**src/hw/rtl/bounded_priority_queue_macros.svh**
```systemverilog
// ----------------------------------------------------------------------------
// Assertion macros for the bounded priority queue
// Shared concurrent-assertion forms, clocked on the rising edge and
// disabled while the asynchronous reset is held.
// ----------------------------------------------------------------------------
`ifndef BOUNDED_PRIORITY_QUEUE_MACROS_SVH
`define BOUNDED_PRIORITY_QUEUE_MACROS_SVH

// Same-cycle implication
`define BPQ_ASSERT_NOW(label, clk, rst_n, ante, cons) \
	label: assert property (@(posedge clk) disable iff (!(rst_n)) (ante) |-> (cons)) \
		else $error("bounded_priority_queue: assertion failed");

// Next-cycle implication
`define BPQ_ASSERT_NEXT(label, clk, rst_n, ante, cons) \
	label: assert property (@(posedge clk) disable iff (!(rst_n)) (ante) |=> (cons)) \
		else $error("bounded_priority_queue: assertion failed");

`endif

```
**src/hw/rtl/bpq_pkg.sv**
```systemverilog
// ----------------------------------------------------------------------------
// bpq_pkg
// Opcodes, fixed field widths and the per-cell control word shared by the
// priority queue cells and the top level.
// ----------------------------------------------------------------------------
package bpq_pkg;

	// Opcode field
	localparam int unsigned OP_W = 2;
	localparam logic [OP_W-1:0] OP_ADD     = 2'd0;
	localparam logic [OP_W-1:0] OP_EXTRACT = 2'd1;
	localparam logic [OP_W-1:0] OP_CLEAR   = 2'd2;

	// Width of the reported count field
	localparam int unsigned COUNT_W = 5;

	// Control word broadcast to every cell
	typedef struct packed {
		logic add_en;   // insert a new entry, cells at or after the slot shift down
		logic ext_en;   // remove the head, all cells shift up
	} cell_ctl_t;

endpackage

```
**src/hw/rtl/bpq_cell.sv**
```systemverilog
// ----------------------------------------------------------------------------
// bpq_cell
// One slot of the sorted queue. Holds a tag and a priority, compares the
// incoming priority against its own and takes data from the new word, its
// upper neighbor (insert) or its lower neighbor (extract).
// ----------------------------------------------------------------------------
module bpq_cell #(
	parameter int unsigned TAG_BITS      = 16,
	parameter int unsigned PRIORITY_BITS = 8
) (
	input  logic                     clk,
	input  bpq_pkg::cell_ctl_t       ctl,
	input  logic                     occupied,
	input  logic [TAG_BITS-1:0]      new_tag,
	input  logic [PRIORITY_BITS-1:0] new_pri,
	input  logic                     prev_ins,
	input  logic [TAG_BITS-1:0]      prev_tag,
	input  logic [PRIORITY_BITS-1:0] prev_pri,
	input  logic [TAG_BITS-1:0]      next_tag,
	input  logic [PRIORITY_BITS-1:0] next_pri,
	output logic                     ins,
	output logic [TAG_BITS-1:0]      tag,
	output logic [PRIORITY_BITS-1:0] pri
);

	logic [TAG_BITS-1:0]      tag_q;
	logic [PRIORITY_BITS-1:0] pri_q;

	// At or past the insertion slot: empty, or strictly lower priority
	assign ins = !occupied || (new_pri > pri_q);

	// Slot contents
	always_ff @(posedge clk) begin
		if (ctl.add_en && ins) begin
			if (prev_ins) begin
				tag_q <= prev_tag;
				pri_q <= prev_pri;
			end else begin
				tag_q <= new_tag;
				pri_q <= new_pri;
			end
		end else if (ctl.ext_en) begin
			tag_q <= next_tag;
			pri_q <= next_pri;
		end
	end

	assign tag = tag_q;
	assign pri = pri_q;

endmodule

```
**src/hw/rtl/bounded_priority_queue.sv**
```systemverilog
// ----------------------------------------------------------------------------
// bounded_priority_queue
// Sorted priority queue built as a row of cells, highest priority at cell 0,
// equal priorities kept in arrival order. Add, extract head and clear, one
// result word per operation with count, empty and full.
// ----------------------------------------------------------------------------
//
//   channel  signals                                   dir   words
//   in       in_valid in_stall opcode entry_tag       in    one per operation
//            priority_req
//   rsp      rsp_valid rsp_stall out_tag out_valid     out   one per input word
//            accepted count is_empty is_full
//
// All cells compare against the new priority in parallel and shift together,
// so one word is taken per cycle while in_stall is low.
// The result is registered; its word appears the cycle after acceptance.
// in_stall is high only while a result waits and rsp_stall is high.
// Reset empties the queue (count to zero); cell contents are not cleared.
// ----------------------------------------------------------------------------
`include "bounded_priority_queue_macros.svh"

module bounded_priority_queue #(
	parameter int unsigned DEPTH         = 16,
	parameter int unsigned TAG_BITS      = 16,
	parameter int unsigned PRIORITY_BITS = 8
) (
	input  logic                         clk,
	input  logic                         arst_n,
	input  logic                         in_valid,
	output logic                         in_stall,
	input  logic [bpq_pkg::OP_W-1:0]     opcode,
	input  logic [TAG_BITS-1:0]          entry_tag,
	input  logic [PRIORITY_BITS-1:0]     priority_req,
	output logic                         rsp_valid,
	input  logic                         rsp_stall,
	output logic [TAG_BITS-1:0]          out_tag,
	output logic                         out_valid,
	output logic                         accepted,
	output logic [bpq_pkg::COUNT_W-1:0]  count,
	output logic                         is_empty,
	output logic                         is_full
);

	localparam int unsigned CNT_W = $clog2(DEPTH + 1);

	logic                     in_acc;
	logic [CNT_W-1:0]         cnt_q;
	logic [CNT_W-1:0]         cnt_nxt;
	logic                     full;
	logic                     empty;
	logic                     do_add;
	logic                     do_ext;
	bpq_pkg::cell_ctl_t       ctl;

	logic [TAG_BITS-1:0]      tag_w [DEPTH];
	logic [PRIORITY_BITS-1:0] pri_w [DEPTH];
	logic                     ins_w [DEPTH];

	logic                     rsp_valid_q;
	logic [TAG_BITS-1:0]      out_tag_q;
	logic                     out_valid_q;
	logic                     accepted_q;
	logic [bpq_pkg::COUNT_W-1:0] count_q;
	logic                     is_empty_q;
	logic                     is_full_q;

	// Handshake: take a word unless a result is waiting and stalled
	assign in_stall = rsp_valid_q && rsp_stall;
	assign in_acc   = in_valid && !in_stall;

	assign full  = (cnt_q == CNT_W'(DEPTH));
	assign empty = (cnt_q == '0);

	// Decode and next count
	always_comb begin
		do_add  = 1'b0;
		do_ext  = 1'b0;
		cnt_nxt = cnt_q;
		case (opcode)
			bpq_pkg::OP_ADD: begin
				do_add = !full;
				if (!full) begin
					cnt_nxt = cnt_q + CNT_W'(1);
				end
			end
			bpq_pkg::OP_EXTRACT: begin
				do_ext = !empty;
				if (!empty) begin
					cnt_nxt = cnt_q - CNT_W'(1);
				end
			end
			bpq_pkg::OP_CLEAR: begin
				cnt_nxt = '0;
			end
			default: begin
				cnt_nxt = cnt_q;
			end
		endcase
	end

	assign ctl.add_en = in_acc && do_add;
	assign ctl.ext_en = in_acc && do_ext;

	// Row of cells
	for (genvar i = 0; i < DEPTH; i++) begin : g_cell
		logic                     prev_ins;
		logic [TAG_BITS-1:0]      prev_tag;
		logic [PRIORITY_BITS-1:0] prev_pri;
		logic [TAG_BITS-1:0]      next_tag;
		logic [PRIORITY_BITS-1:0] next_pri;
		logic                     occupied;

		if (i == 0) begin : g_head
			assign prev_ins = 1'b0;
			assign prev_tag = entry_tag;
			assign prev_pri = priority_req;
		end else begin : g_body
			assign prev_ins = ins_w[i-1];
			assign prev_tag = tag_w[i-1];
			assign prev_pri = pri_w[i-1];
		end

		if (i == DEPTH - 1) begin : g_tail
			assign next_tag = tag_w[i];
			assign next_pri = pri_w[i];
		end else begin : g_link
			assign next_tag = tag_w[i+1];
			assign next_pri = pri_w[i+1];
		end

		assign occupied = (CNT_W'(i) < cnt_q);

		bpq_cell #(
			.TAG_BITS      (TAG_BITS),
			.PRIORITY_BITS (PRIORITY_BITS)
		) u_cell (
			.clk      (clk),
			.ctl      (ctl),
			.occupied (occupied),
			.new_tag  (entry_tag),
			.new_pri  (priority_req),
			.prev_ins (prev_ins),
			.prev_tag (prev_tag),
			.prev_pri (prev_pri),
			.next_tag (next_tag),
			.next_pri (next_pri),
			.ins      (ins_w[i]),
			.tag      (tag_w[i]),
			.pri      (pri_w[i])
		);
	end

	// Entry count
	always_ff @(posedge clk or negedge arst_n) begin
		if (!arst_n) begin
			cnt_q <= '0;
		end else if (in_acc) begin
			cnt_q <= cnt_nxt;
		end
	end

	// Result register: valid flag
	always_ff @(posedge clk or negedge arst_n) begin
		if (!arst_n) begin
			rsp_valid_q <= 1'b0;
		end else if (in_acc) begin
			rsp_valid_q <= 1'b1;
		end else if (!rsp_stall) begin
			rsp_valid_q <= 1'b0;
		end
	end

	// Result register: payload
	always_ff @(posedge clk) begin
		if (in_acc) begin
			out_tag_q   <= do_ext ? tag_w[0] : '0;
			out_valid_q <= do_ext;
			accepted_q  <= do_add;
			count_q     <= bpq_pkg::COUNT_W'(cnt_nxt);
			is_empty_q  <= (cnt_nxt == '0);
			is_full_q   <= (cnt_nxt == CNT_W'(DEPTH));
		end
	end

	assign rsp_valid = rsp_valid_q;
	assign out_tag   = out_tag_q;
	assign out_valid = out_valid_q;
	assign accepted  = accepted_q;
	assign count     = count_q;
	assign is_empty  = is_empty_q;
	assign is_full   = is_full_q;

	// Checks
	`BPQ_ASSERT_NOW(a_cnt_bound, clk, arst_n, 1'b1, cnt_q <= CNT_W'(DEPTH))
	`BPQ_ASSERT_NOW(a_rsp_excl, clk, arst_n, rsp_valid_q, !(out_valid_q && accepted_q))
	`BPQ_ASSERT_NEXT(a_add_inc, clk, arst_n, ctl.add_en, cnt_q == $past(cnt_q) + CNT_W'(1))
	`BPQ_ASSERT_NOW(a_head_order, clk, arst_n, cnt_q >= CNT_W'(2), pri_w[0] >= pri_w[1])

endmodule
```
**config.mk**
```make
export PLATFORM = sky130hd
export DESIGN_NAME = bounded_priority_queue
export DESIGN_NICKNAME = d
export VERILOG_FILES = /design/src/hw/rtl/bpq_pkg.sv /design/src/hw/rtl/bpq_cell.sv /design/src/hw/rtl/bounded_priority_queue.sv
export VERILOG_INCLUDE_DIRS = /design/src /design/src/hw/rtl
export SDC_FILE = /design/constraint.sdc
export NUM_CORES = 1
export LEC_CHECK = 0
export BUFFER_PORTS_ARGS = -buffer_cell sky130_fd_sc_hd__buf_2
export CAP_MARGIN = 20
export CORE_MARGIN = 3
export CORE_UTILIZATION = 30
export CTS_CLUSTER_SIZE = 14
export DETAILED_ROUTE_END_ITERATION = 10
export HOLD_SLACK_MARGIN = 0.06
export PLACE_DENSITY = 0.54
export SLEW_MARGIN = 20
export SYNTH_ARGS = -nofsm -noshare
export SYNTH_HDL_FRONTEND = slang
export SYNTH_HIERARCHICAL = 1
export SYNTH_SLANG_ARGS = --single-unit
```
**constraint.sdc**
```tcl
create_clock -name clk -period 8.32 [get_ports clk]
set_input_delay 1.664 -clock clk [delete_from_list [all_inputs] [get_ports clk]]
set_output_delay 1.664 -clock clk [all_outputs]
set_load 0.02 [all_outputs]
```
==> impl_results.md, run 1 <==
* Post-Syn Instances at 1944
* Setup violations, final at 0
* CTS tree: built
* Worst Hold Depth at 1
* Fillers at 8805
* Post-CTS Repair Setup Buffers at 0
* I/O pin cnt at 57
* DRT antenna net count at 0
* Final GP Congestion at 0.769
* Final WS setup at 4.10 ns
* Row count at 110
* LEAKAGE at 11.6 nW
* Crit-path cells: buf_2 > ha_1 > o21ai_0 > o21ai_1 > o21ai_0 > inv_1 > mux2_2 > mux2_4
* Layout cell share with drive strength beyond 1 at 0.466
* Final Critical Period at 4.22 ns
* HPWL after detailed placement at 44.0 mm
* H-Tree Depth at 2
* Buffers on Ports at 56
* Clock Path Buffers at 3
* Routed WL per cell at 18.5 um
* Tcrit/Tclk final at 0.507
* Critical path launch point: priority_req[6]
* CTS Buf Count at 49
* DP Area at 28500 sq um
* Hold path startpoint: g_cell[0].u_cell/tag[3]
* Status: completed
* Initial antenna violation count at 1
* Post-CTS Resized at 0
* Die height at 310 um
* CTS root buffer: clkbuf_16
* Remaining global-route overflow at 0
* Mapped Area at 27700 sq um
* Clk slew on worst S/H paths at 0.06 ns
* Core outline area at 90700 sq um
* Die width at 310 um
* Initial Util at 0.305
* Slew HR at 0.283
* DR vias/cell at 4.73
* Setup total negative slack at 0 ns
* Largest net degree at the start of global routing at 34
* DIE AREA at 96000 sq um
* Reg2reg path depth at 8
* Crit path DAT at 4.56 ns
* Pins Over Slew Limit at 0
* DRT Wirelength at 58.7 mm
* Worst clock skew at 0.0211 ns
* Max-Cap Viols at 0
* Vias at 15019
* Layout area overhead at 8.61%
* Critical path's largest stage delay at 0.76 ns
* Worst-path fanout max at 33
* Pre-CTS setup slack at 3.44 ns
* Min-Delay Path Class: reg2reg
* FF-to-FF Start: cnt_q[0]
* FF-to-FF setup slack at 4.33 ns
* Slew @ Worst Pin at 1.07 ns
* RSZ-0062 raised after global routing: false
* Top delay family on crit path: buffers and inverters
* Highest clock rate at 237 MHz
* Critical Path End Type: flip-flop
* Endpoints failing hold at 0
* Crit path buf inv count at 2
* Mean Syn Cell Area at 14.2 sq um
* Post-route DRC at 0
* Hold Path Sink: out_tag[3]
* Worst Path Required at 8.66 ns
* VDD IR max at 0.155 mV
* YS warnings at 6
* Initial DRT Pass Iterations at 5
* CTS sink count at 415
* Skew-Pair Late Insertion Delay at 0.60 ns
* CP max-delay cell: inv_1
* GRT Resource Usage Total at 0.119
* Synthesized Nets at 2106
* Most used cell, CP: o21ai_0
* Nets at 2126
* Vias in the first global route at 15821
* Setup Crit Path Kind: in2reg
* Cts hold-fix bufs at 0
* Initial DRC count at 677
* R2r endpoint: g_cell[4].u_cell/tag[4]
* First-pass GRT wire length at 91.9 mm
* Pwr/cell area at 245 nW/um^2
* Design area at 30100 sq um
* Critical Path Start Type: input port
-- cell usage in the layout (no fill, tap or decap), types with 18 or more instances in the layout --
| master | n |
|---|---|
| nand2_1 | 48 |
| o21ai_0 | 56 |
| nor3_1 | 18 |
| mux2_4 | 304 |
| o21bai_1 | 19 |
| nor2b_1 | 32 |
| clkbuf_16 | 49 |
| buf_2 | 56 |
| ha_1 | 132 |
| edfxtp_1 | 409 |
| buf_4 | 19 |
| inv_1 | 168 |
| a21oi_1 | 34 |
| mux2_2 | 449 |
-- routing by layer --
metal / part of all wire / GRT usage
met2: 0.46 / 0.200
met3: 0.031 / 0.0195
met4: 0.019 / 0.0301
met5: 0 / 0
met1: 0.49 / 0.160
-- area by class of cell --
| type | count | area (sq um) | share of cell area |
|---|---|---|---|
| Antenna cell | 1 | 2.50 | 0.0000832 |
| Clock buffer | 60 | 1270 | 0.0422 |
| Clock inverter | 25 | 270 | 0.00899 |
| Inverter | 168 | 631 | 0.0210 |
| Multi-Input combinational cell | 1253 | 13500 | 0.450 |
| Sequential cell | 415 | 12400 | 0.413 |
| Tap cell | 1176 | 1470 | 0.0489 |
| Timing Repair Buffer | 77 | 453 | 0.0151 |
-- state kept, by name, summed over array words and instances, names as in the netlist --
name	flops
cnt_q	5
out_valid	1
g_cell.u_cell/pri	128
out_tag	16
accepted	1
is_full	1
count	5
rsp_valid	1
g_cell.u_cell/tag	256
is_empty	1
-- worst max path at each step --
stage                           endpoint  cells past startpoint
6_report       g_cell[12].u_cell/tag[12]                      8
5_1_grt          g_cell[1].u_cell/pri[6]                      9
4_1_cts         g_cell[14].u_cell/tag[6]                      8
3_5_place_dp    g_cell[14].u_cell/tag[9]                      8
3_3_place_gp   g_cell[14].u_cell/tag[12]                      9
2_1_floorplan   g_cell[10].u_cell/pri[4]                     10
-- worst reg2reg max path, stage by stage, from the launching register on --
cell	delay, ns
dfrtp_1	0.61
inv_1	0.16
ha_1	0.28
nor4bb_4	0.19
nor3_2	0.24
and3_1	0.77
o211a_1	0.45
buf_4	0.38
or2_2	0.54
-- through the flow --
stage,utilization,hold slack [ns],power (mW),std cells
3_5_place_dp,0.314,0.549,5.34,3087
6_report,0.331,0.559,7.36,3175
2_1_floorplan,-,0.518,4.83,1944
5_1_grt,0.331,0.581,7.78,3175
3_3_place_gp,0.314,0.540,5.28,3087
4_1_cts,0.331,0.560,7.47,3172
-- power by group --
part	switching [mW]	leakage, nW	internal (mW)
combinational	1.18	7.05	1.26
sequential	0.186	3.85	2.65
clock	0.877	0.738	1.21
total	2.24	11.6	5.12
(Power assumes the default switching activity.)
==> inputs of run 2 (changes only) <==
Settings changed: ABC_AREA set to 1.
Clock period 8.32 ns to 4.1 ns, I/O delays scaled along.
==> run 2 against run 1 <==
- worst hold slack worse by 0.093 ns
- non-clock buffer count up 61
- synthesized area up 1.4%
- utilization up 0.57 points
- critical path type is now reg2reg
- largest power group is now combinational cells
==> impl_results.md, run 2 <==
* GRT Resource Usage Total at 0.142
* Mapped Area at 28100 sq um
* Crit path depth at 8
* Buffers on Ports at 56
* Die width at 312 um
* Clock Path Buffers at 3
* Endpoints failing hold at 0
* Die height at 312 um
* Skew-Pair Late Insertion Delay at 0.60 ns
* Worst-path fanout max at 50
* Slew HR at 0.400
* CP max-delay cell: nand2_4
* Initial DRT Pass Iterations at 5
* Design Power at 17.4 mW
* Pins Over Slew Limit at 0
* Setup violations, final at 0
* VDD IR max at 0.350 mV
* Largest net degree at the start of global routing at 54
* Initial antenna violation count at 5
* Remaining global-route overflow at 0
* RSZ-0062 raised after global routing: false
* Most frequent cells in the layout: nand2_1 (810), edfxtp_1 (409), nand3_1 (397)
* Synth top area share at 0.438
* EDFF count, synth at 409
* DIE AREA at 97200 sq um
* Highest clock rate at 288 MHz
* Post-route DRC at 0
* Worst Path Required at 4.34 ns
* HPWL after detailed placement at 50.0 mm
* FF-to-FF setup slack at 0.63 ns
* Antenna fix cells at 0
* LEAKAGE at 13.5 nW
* Mean Syn Cell Area at 9.62 sq um
* DR vias/cell at 4.70
* Multi-input gate area at 13500 sq um
* Max-Cap Viols at 0
* Count leader, synth: nand2_1
* Largest area contributor in the synthesized netlist: edfxtp_1
* Synth Flop Type: edfxtp_1
* Core outline area at 92200 sq um
* DRT antenna net count at 0
* Worst clock skew at 0.0365 ns
* Routed WL per cell at 16.8 um
* Asr flop ratio synth at 0.0145
* Min-Delay Path Class: in2reg
* Reg2reg path depth at 8
* Synthesized Nets at 3078
* Crit-path cells: nor2_4 > inv_1 > nor2_1 > o21ai_0 > nand2_4 > nand2_8 > nand2_1 > buf_4
* Most common cell after layout, fill and taps aside: nand2_1
* Max FFs per register at 256
* Worst Hold Depth at 3
* I/O pin cnt at 57
* DRT Wirelength at 71.0 mm
* Yosys reg bits at 415
* Nets at 3102
* Crit path DAT at 3.71 ns
* Initial Util at 0.304
* Initial DRC count at 1442
* Setup Crit Path Kind: reg2reg
* CTS root buffer: clkbuf_16
* Tcrit/Tclk final at 0.847
* Yosys cell types at 33
* CTS sink count at 415
* Critical Path Start Type: flip-flop
* Most frequent cells after synthesis: nand2_1 (810), edfxtp_1 (409), nand3_1 (397)
* Setup total negative slack at 0 ns
* Top post-synthesis cells by area: edfxtp_1 (44%), mux2_2 (15%), nand2_1 (11%)
* Row count at 111
* Vias in the first global route at 19497
* Top delay family on crit path: simple AND/OR/NAND/NOR gates
* Layout area overhead at 10.8%
* First-pass GRT wire length at 113 mm
* CTS Buf Count at 48
* Sequential area share after synthesis at 0.443
* Slew @ Worst Pin at 0.891 ns
* CTS tree: built
* Post-Syn Instances at 2916
* Reg area at 12400 sq um
* Pwr/cell area at 558 nW/um^2
* Status: completed
* Clk slew on worst S/H paths at 0.06 ns
* Vias at 19836
* Critical path's largest stage delay at 0.69 ns
* Crit path buf inv count at 2
* YS warnings at 6
* H-Tree Depth at 2
* Final GP Congestion at 0.785
* Fillers at 9612
* Final Critical Period at 3.47 ns
* Layout cell share with drive strength beyond 1 at 0.285
* Critical Path End Type: flip-flop
==> run 2: logic make-up (layout without fill, tap and decap cells) <==
family / count (synthesis) / after routing / share of synthesized area
and+or+nand+nor: 1525 / 1525 / 0.258
DFF: 415 / 415 / 0.443
buffers and inverters: 392 / 455 / 0.0753
muxes: 368 / 368 / 0.148
adders and majority gates: 132 / 132 / 0.0589
AOI/OAI and AO/OA: 81 / 81 / 0.0165
xor gates and xnor gates: 2 / 2 / 0.000624
other: 1 / 1 / 0.000134
==> run 2: power by group <==
group / total, mW / internal [mW] / switching, mW / leakage [nW]
combinational: 6.61 / 2.64 / 3.96 / 8.83
clock: 4.77 / 2.91 / 1.87 / 0.826
sequential: 5.98 / 5.57 / 0.410 / 3.85
total: 17.4 / 11.1 / 6.24 / 13.5
==> run 2: worst paths after layout <==
check,start,to
hold reg to reg,rsp_valid,rsp_valid
hold / removal,rsp_stall,rsp_valid
setup reg to reg,cnt_q[4],g_cell[2].u_cell/tag[3]
max in group asynchronous,arst_n,cnt_q[0]
min in group asynchronous,arst_n,cnt_q[1]
setup / recovery,cnt_q[4],g_cell[2].u_cell/tag[3]
==> run 2: what timing repair did <==
action	in CTS	in global routing
endpoints found under the hold margin	6	0
buffers inserted	0	0
hold buffers	1	0
gates resized for setup	0	0
==> run 2: metrics by stage <==
| step | std cells | hold slack (ns) | area (sq um) | setup slack (ns) | utilization |
|---|---|---|---|---|---|
| 2_1_floorplan | 2916 | 0.507 | 28100 | 0.500 | - |
| 3_3_place_gp | 4132 | 0.468 | 29400 | 0.557 | 0.319 |
| 3_5_place_dp | 4132 | 0.474 | 29400 | 0.603 | 0.319 |
| 4_1_cts | 4222 | 0.430 | 31100 | 0.660 | 0.337 |
| 5_1_grt | 4222 | 0.478 | 31100 | 0.593 | 0.337 |
| 6_report | 4222 | 0.466 | 31100 | 0.629 | 0.337 |
==> run 2: final cells by class <==
cell class	instances	area share
Clock buffer	56	0.0396
Clock inverter	33	0.0153
Multi-Input combinational cell	2109	0.435
Inverter	228	0.0276
Sequential cell	415	0.400
Tap cell	1243	0.0500
Timing Repair Buffer	138	0.0325
==> run 2: per-layer routing <==
layer,global-route usage,wire (um),part of all wire,vias up
li1,-,-,-,9974
met1,0.204,34600,0.49,9323
met2,0.227,31900,0.45,442
met3,0.0189,3040,0.043,95
met4,0.0326,1510,0.021,2
met5,0,13,0.00018,-
==> run 2: worst reg2reg max path, delay by kind of cell (launching register included) <==
family,cells,cell delay (ns)
AOI/OAI and AO/OA,1,0.45
buffers and inverters,2,0.57
DFF,1,0.55
and+or+nand+nor,5,1.55
